File: src/sv/vpc_pkg.sv
`timescale 1ns / 1ps
// ----------------------------------------------------------------------------
// vpc_pkg
// Shared constants, micro-operation codes and controller/datapath types of
// the video port command and DMA block.
// ----------------------------------------------------------------------------
package vpc_pkg;

    localparam int VRAM_BYTES_DEF  = 65536;
    localparam int CRAM_BYTES_DEF  = 128;
    localparam int VSRAM_BYTES_DEF = 128;
    localparam int REG_COUNT_DEF   = 32;

    // Register numbers used by the datapath
    localparam logic [4:0] REG_MODE2    = 5'd1;
    localparam logic [4:0] REG_AUTOINC  = 5'd15;
    localparam logic [4:0] REG_LEN_LO   = 5'd19;
    localparam logic [4:0] REG_LEN_HI   = 5'd20;
    localparam logic [4:0] REG_SRC_LO   = 5'd21;
    localparam logic [4:0] REG_SRC_HI   = 5'd22;
    localparam logic [4:0] REG_DMA_KIND = 5'd23;

    // Access mode codes
    localparam logic [5:0] MODE_VRAM_WR  = 6'h04;
    localparam logic [5:0] MODE_CRAM_WR  = 6'h0C;
    localparam logic [5:0] MODE_VSRAM_WR = 6'h14;
    localparam logic [5:0] MODE_VRAM_RD  = 6'h00;
    localparam logic [5:0] MODE_CRAM_RD  = 6'h20;
    localparam logic [5:0] MODE_VSRAM_RD = 6'h10;

    // DMA kinds (register 0x17 bits 7..6)
    localparam logic [1:0] DMA_FILL = 2'd2;
    localparam logic [1:0] DMA_COPY = 2'd3;

    // Input actions
    localparam logic [1:0] ACT_CTRL    = 2'd0;
    localparam logic [1:0] ACT_WR      = 2'd1;
    localparam logic [1:0] ACT_RD_WORD = 2'd2;
    localparam logic [1:0] ACT_RD_BYTE = 2'd3;

    // Datapath micro-operations
    localparam logic [3:0] OP_NONE    = 4'd0;
    localparam logic [3:0] OP_CLEAR   = 4'd1;
    localparam logic [3:0] OP_ACCEPT  = 4'd2;
    localparam logic [3:0] OP_CTRL    = 4'd3;
    localparam logic [3:0] OP_WR_LO   = 4'd4;
    localparam logic [3:0] OP_WR_HI   = 4'd5;
    localparam logic [3:0] OP_FILL    = 4'd6;
    localparam logic [3:0] OP_RD_LO   = 4'd7;
    localparam logic [3:0] OP_RD_MID  = 4'd8;
    localparam logic [3:0] OP_RD_HI   = 4'd9;
    localparam logic [3:0] OP_RD_BYTE = 4'd10;
    localparam logic [3:0] OP_CP_RD   = 4'd11;
    localparam logic [3:0] OP_CP_WR   = 4'd12;

    typedef struct packed {
        logic [3:0] op;
    } t_cmd;

    typedef struct packed {
        logic [1:0] action;
        logic       copy_go;
        logic       fill_go;
        logic       cnt_last;
        logic       clr_last;
    } t_status;

endpackage

File: src/sv/vpc_ctrl.sv
`timescale 1ns / 1ps
// ----------------------------------------------------------------------------
// vpc_ctrl
// Sequencer: clears memories after reset, then steps each transfer through
// the datapath micro-operations and strobes the result.
// ----------------------------------------------------------------------------
module vpc_ctrl (
    input  logic            i_clk,
    input  logic            i_rst_n,
    input  logic            start,
    input  logic [1:0]      i_action,
    input  vpc_pkg::t_status i_status,
    output vpc_pkg::t_cmd   o_cmd,
    output logic            busy,
    output logic            o_result_valid
);

    localparam logic [3:0] S_CLEAR   = 4'd0;
    localparam logic [3:0] S_IDLE    = 4'd1;
    localparam logic [3:0] S_CTRL    = 4'd2;
    localparam logic [3:0] S_WR_LO   = 4'd3;
    localparam logic [3:0] S_WR_HI   = 4'd4;
    localparam logic [3:0] S_FILL    = 4'd5;
    localparam logic [3:0] S_RD_LO   = 4'd6;
    localparam logic [3:0] S_RD_MID  = 4'd7;
    localparam logic [3:0] S_RD_HI   = 4'd8;
    localparam logic [3:0] S_RD_BYTE = 4'd9;
    localparam logic [3:0] S_CP_RD   = 4'd10;
    localparam logic [3:0] S_CP_WR   = 4'd11;
    localparam logic [3:0] S_DONE    = 4'd12;

    logic [3:0] r_state;
    logic [3:0] n_state;

    always_comb begin
        n_state  = r_state;
        o_cmd.op = vpc_pkg::OP_NONE;
        case (r_state)
            S_CLEAR: begin
                o_cmd.op = vpc_pkg::OP_CLEAR;
                if (i_status.clr_last) begin
                    n_state = S_IDLE;
                end
            end
            S_IDLE: begin
                if (start) begin
                    o_cmd.op = vpc_pkg::OP_ACCEPT;
                    case (i_action)
                        vpc_pkg::ACT_CTRL: n_state = S_CTRL;
                        vpc_pkg::ACT_WR:   n_state = S_WR_LO;
                        default:           n_state = S_RD_LO;
                    endcase
                end
            end
            S_CTRL: begin
                o_cmd.op = vpc_pkg::OP_CTRL;
                n_state  = i_status.copy_go ? S_CP_RD : S_DONE;
            end
            S_WR_LO: begin
                o_cmd.op = vpc_pkg::OP_WR_LO;
                n_state  = S_WR_HI;
            end
            S_WR_HI: begin
                o_cmd.op = vpc_pkg::OP_WR_HI;
                n_state  = i_status.fill_go ? S_FILL : S_DONE;
            end
            S_FILL: begin
                o_cmd.op = vpc_pkg::OP_FILL;
                if (i_status.cnt_last) begin
                    n_state = S_DONE;
                end
            end
            S_RD_LO: begin
                o_cmd.op = vpc_pkg::OP_RD_LO;
                n_state  = (i_status.action == vpc_pkg::ACT_RD_BYTE) ? S_RD_BYTE : S_RD_MID;
            end
            S_RD_MID: begin
                o_cmd.op = vpc_pkg::OP_RD_MID;
                n_state  = S_RD_HI;
            end
            S_RD_HI: begin
                o_cmd.op = vpc_pkg::OP_RD_HI;
                n_state  = S_DONE;
            end
            S_RD_BYTE: begin
                o_cmd.op = vpc_pkg::OP_RD_BYTE;
                n_state  = S_DONE;
            end
            S_CP_RD: begin
                o_cmd.op = vpc_pkg::OP_CP_RD;
                n_state  = S_CP_WR;
            end
            S_CP_WR: begin
                o_cmd.op = vpc_pkg::OP_CP_WR;
                n_state  = i_status.cnt_last ? S_DONE : S_CP_RD;
            end
            S_DONE: begin
                n_state = S_IDLE;
            end
            default: begin
                n_state = S_IDLE;
            end
        endcase
    end

    always_ff @(posedge i_clk) begin
        if (!i_rst_n) begin
            r_state <= S_CLEAR;
        end else begin
            r_state <= n_state;
        end
    end

    assign busy           = (r_state != S_IDLE);
    assign o_result_valid = (r_state == S_DONE);

`ifndef SYNTHESIS
    a_accept_busy: assert property (@(posedge i_clk) disable iff (!i_rst_n)
        (start && !busy) |=> busy)
        else $error("accepted transfer did not raise busy");
    a_strobe_single: assert property (@(posedge i_clk) disable iff (!i_rst_n)
        o_result_valid |=> !o_result_valid)
        else $error("result strobe longer than one cycle");
    a_clear_busy: assert property (@(posedge i_clk) disable iff (!i_rst_n)
        (o_cmd.op == vpc_pkg::OP_CLEAR) |-> busy)
        else $error("clear sweep while idle");
    a_accept_idle: assert property (@(posedge i_clk) disable iff (!i_rst_n)
        (o_cmd.op == vpc_pkg::OP_ACCEPT) |-> (start && !busy))
        else $error("accept outside handshake");
`endif

endmodule

File: config.mk
export PLATFORM = sky130hd
export DESIGN_NAME = vpc_ctrl
export DESIGN_NICKNAME = d
export VERILOG_FILES = /design/src/sv/vpc_pkg.sv /design/src/sv/vpc_ctrl.sv
export SDC_FILE = /design/constraint.sdc
export NUM_CORES = 1
export LEC_CHECK = 0
export BUFFER_PORTS_ARGS = -buffer_cell sky130_fd_sc_hd__buf_2
export CAP_MARGIN = 20
export CORE_AREA = 5 5 42 44
export CTS_BUF_LIST = sky130_fd_sc_hd__clkbuf_8
export DETAILED_ROUTE_END_ITERATION = 10
export DIE_AREA = 0 0 47 49
export GPL_TIMING_DRIVEN = 0
export SLEW_MARGIN = 20
export SYNTH_ARGS = -nofsm -noshare
export SYNTH_HDL_FRONTEND = slang
export SYNTH_SLANG_ARGS = --single-unit
File: constraint.sdc
create_clock -name i_clk -period 2.42 [get_ports i_clk]
set_input_delay 0.363 -clock i_clk [delete_from_list [all_inputs] [get_ports i_clk]]
set_output_delay 0.363 -clock i_clk [all_outputs]
set_load 0.005 [all_outputs]
==> results.cfg <==
[outcome]
status = finished clean

[timing]
max_freq_ghz = 0.537
finalSetupTns_ns = 0
grt_setup_unrepaired = no
setup_viol_count_final = 0
clock_skew_ns = 0.00165
tightest_slew_ns = 0.549
fin_crit_sh_pct = 77.0
report.final.slew_viol_count = 0
hold_slack_ns = 0.435
fin_crit_ns = 1.86
slew_headroom_pct = 63.3
hold_violations = 0
setup_ws_ns = 0.558

[synth]
syn-instance-count = 59
synth_top_flop_cell = dfxtp_1
syn_avg_cell_area_sq_um = 7.34
netlist_area_sq_um = 433
yosysSeqAreaShare_pct = 18.5
synthArstFlopShare_pct = 0
synth_edf_count = 0
synthTopCellsByArea = dfxtp_1, buf_2, nand2b_1
synth_top_area_share_pct = 18.5
syn-num-nets = 70
synth_cell_types = 33
yosysTopAreaCell = dfxtp_1
ys_warn_count = 0
yosys-top-cells-count = buf_2, nand2_1, nor2_1
synth_seq_cells = 4

[clocking]
clkLatencyLatePin_ns = 0.21
htree_levels = 1
cts_tree = done
clk_pin_slew_ns = 0.03
cts_root_buf = clkbuf_8
post_cts.repair.setup_buffers = 0
cts.repair.resized = 0
clockBufferDepth = 2
cts_sinks = 4
ctsHoldBuffers = 0
cts_buffers = 3

[setup_path]
crit_chain = buf_2, buf_2, mux2_2, buf_2
crit_path_start = r_state[2]
critPathMaxStageDelay_ns = 0.35
critical_path_required_ns = 2.06
crit_top_cell = buf_2
crit_slowest_cell = dfxtp_1
worst-endpoint-arrival_ns = 1.50
startpoint_type = flop
setup.worst_path.end_class = primary output
rrSetupSlack_ns = 0.93
cp_max_fo = 10
critPathKind = reg -> out
ff2ff_path_depth = 4
r2r_start = r_state[3]

[floorplanning]
dieWidth_um = 47
core_sq_mm = 0.00140
chipHeight_um = 49
dieArea_sq_mm = 0.00230
start_util_pct = 30.9
boundaryPins = 17
fp-row-count = 14

[min_path]
hp-start = i_rst_n
holdPathStages = 3
hold_path_class = in -> reg

[layout]
area_growth_pct = 32.7
top_register = r_state
largest_reg_flops = 4
nNetsFinal = 91
reg.largest.list = r_state x4
final_layout_size_suffix_gt1_share_pct = 34.6
multi_input_area_sq_um = 324
diodes = 0
ff_latch_area_sq_um = 80.1
n_fill_cell = 168

[drt]
ant_nets = 0
postRouteWirelength_um = 1200
drt_iter0_markers = 16
via_per_inst = 5.57
wire_per_inst_um = 12.7
vias = 524
drc = 0
dr.pass1.iters = 4

[place]
port_buffers = 16
dp_slack_ns = 0.774
gp_congestion = 0.884
hpwlAfterDp_um = 946

[power]
combPwrFrac_pct = 23.8
power.switching_w = 0.0000666
ir_worst_vdd_mv = 0.396
clkPwrFrac_pct = 49.5
internal_power_w = 0.000208
seq_power_share_pct = 26.7
leakage_nw = 0.243
swShare_pct = 24.3
power.density_mw_per_mm2 = 477

[grt]
grt_max_degree = 11
grt_pass1_wl_um = 2020
grtUsageTotal_pct = 11.5
antenna_found_initial = 0
grt_pass1_vias = 468
gr-total-overflow = 0

[run]
max-cap-violations = 0
## per-stage QoR
step | util, % | std cells | power [W] | cell area [sq um]
after floorplan | - | 59 | 0.000115 | 433
after global placement | 38.0 | 91 | 0.000139 | 533
after detailed placement | 38.0 | 91 | 0.000140 | 533
after CTS | 41.0 | 94 | 0.000280 | 574
after global routing | 41.0 | 94 | 0.000295 | 574
final | 41.0 | 94 | 0.000274 | 574
## power by group through the flow
| stage | sequential (W) | combinational, W | clock (W) |
|---|---|---|---|
| after floorplan | 0.0000731 | 0.0000416 | 0 |
| after global placement | 0.0000741 | 0.0000648 | 0 |
| after detailed placement | 0.0000740 | 0.0000655 | 0 |
| after CTS | 0.0000731 | 0.0000657 | 0.000141 |
| after global routing | 0.0000740 | 0.0000723 | 0.000149 |
| final | 0.0000733 | 0.0000652 | 0.000136 |
## critical path, delay by kind of cell, from the launching register on
family	cells	cell delay [ns]
muxes	1	0.35
buffers and inverters	3	0.58
DFF	1	0.35
## layout by cell type (no fill, tap or decap), types with 2 or more instances in the layout
cell / instances
a21oi_1: 4
nor2_1: 5
clkbuf_8: 3
nand2b_1: 4
nand2_1: 5
nor2b_1: 2
dfxtp_1: 4
o21ai_0: 2
buf_2: 21
nor3b_1: 2
nand3b_1: 2
a2111oi_1: 2
## final cells by class
cell class	instances	area share [%]
Inverter	1	0.654
Buffer	5	4.36
Sequential cell	4	13.9
Timing Repair Buffer	16	13.9
Multi-Input combinational cell	49	56.4
Tap cell	16	3.49
Clock buffer	3	7.19
## final timing paths
| kind | endpoint |
|---|---|
| max | o_cmd[3] |
| min | r_state[0] |
| max reg2reg | r_state[0] |
| min reg2reg | r_state[3] |
## kinds of logic (layout without fill, tap and decap cells)
kind of cell	after synthesis	count (layout)	synth area share [%]
AND/OR/NAND/NOR	27	27	35.5
AO/OA/AOI/OAI	21	21	36.7
buffers and inverters	6	25	6.65
flip-flops	4	4	18.5
multiplexers	1	1	2.60
## metal layers
| layer | GRT usage, % | wire, um |
|---|---|---|
| met1 | 15.2 | 515 |
| met4 | 5.53 | 0 |
| met3 | 3.32 | 79 |
| met5 | 0 | 0 |
| met2 | 16.5 | 602 |
No activity file was read; power rests on OpenSTA's default activity.
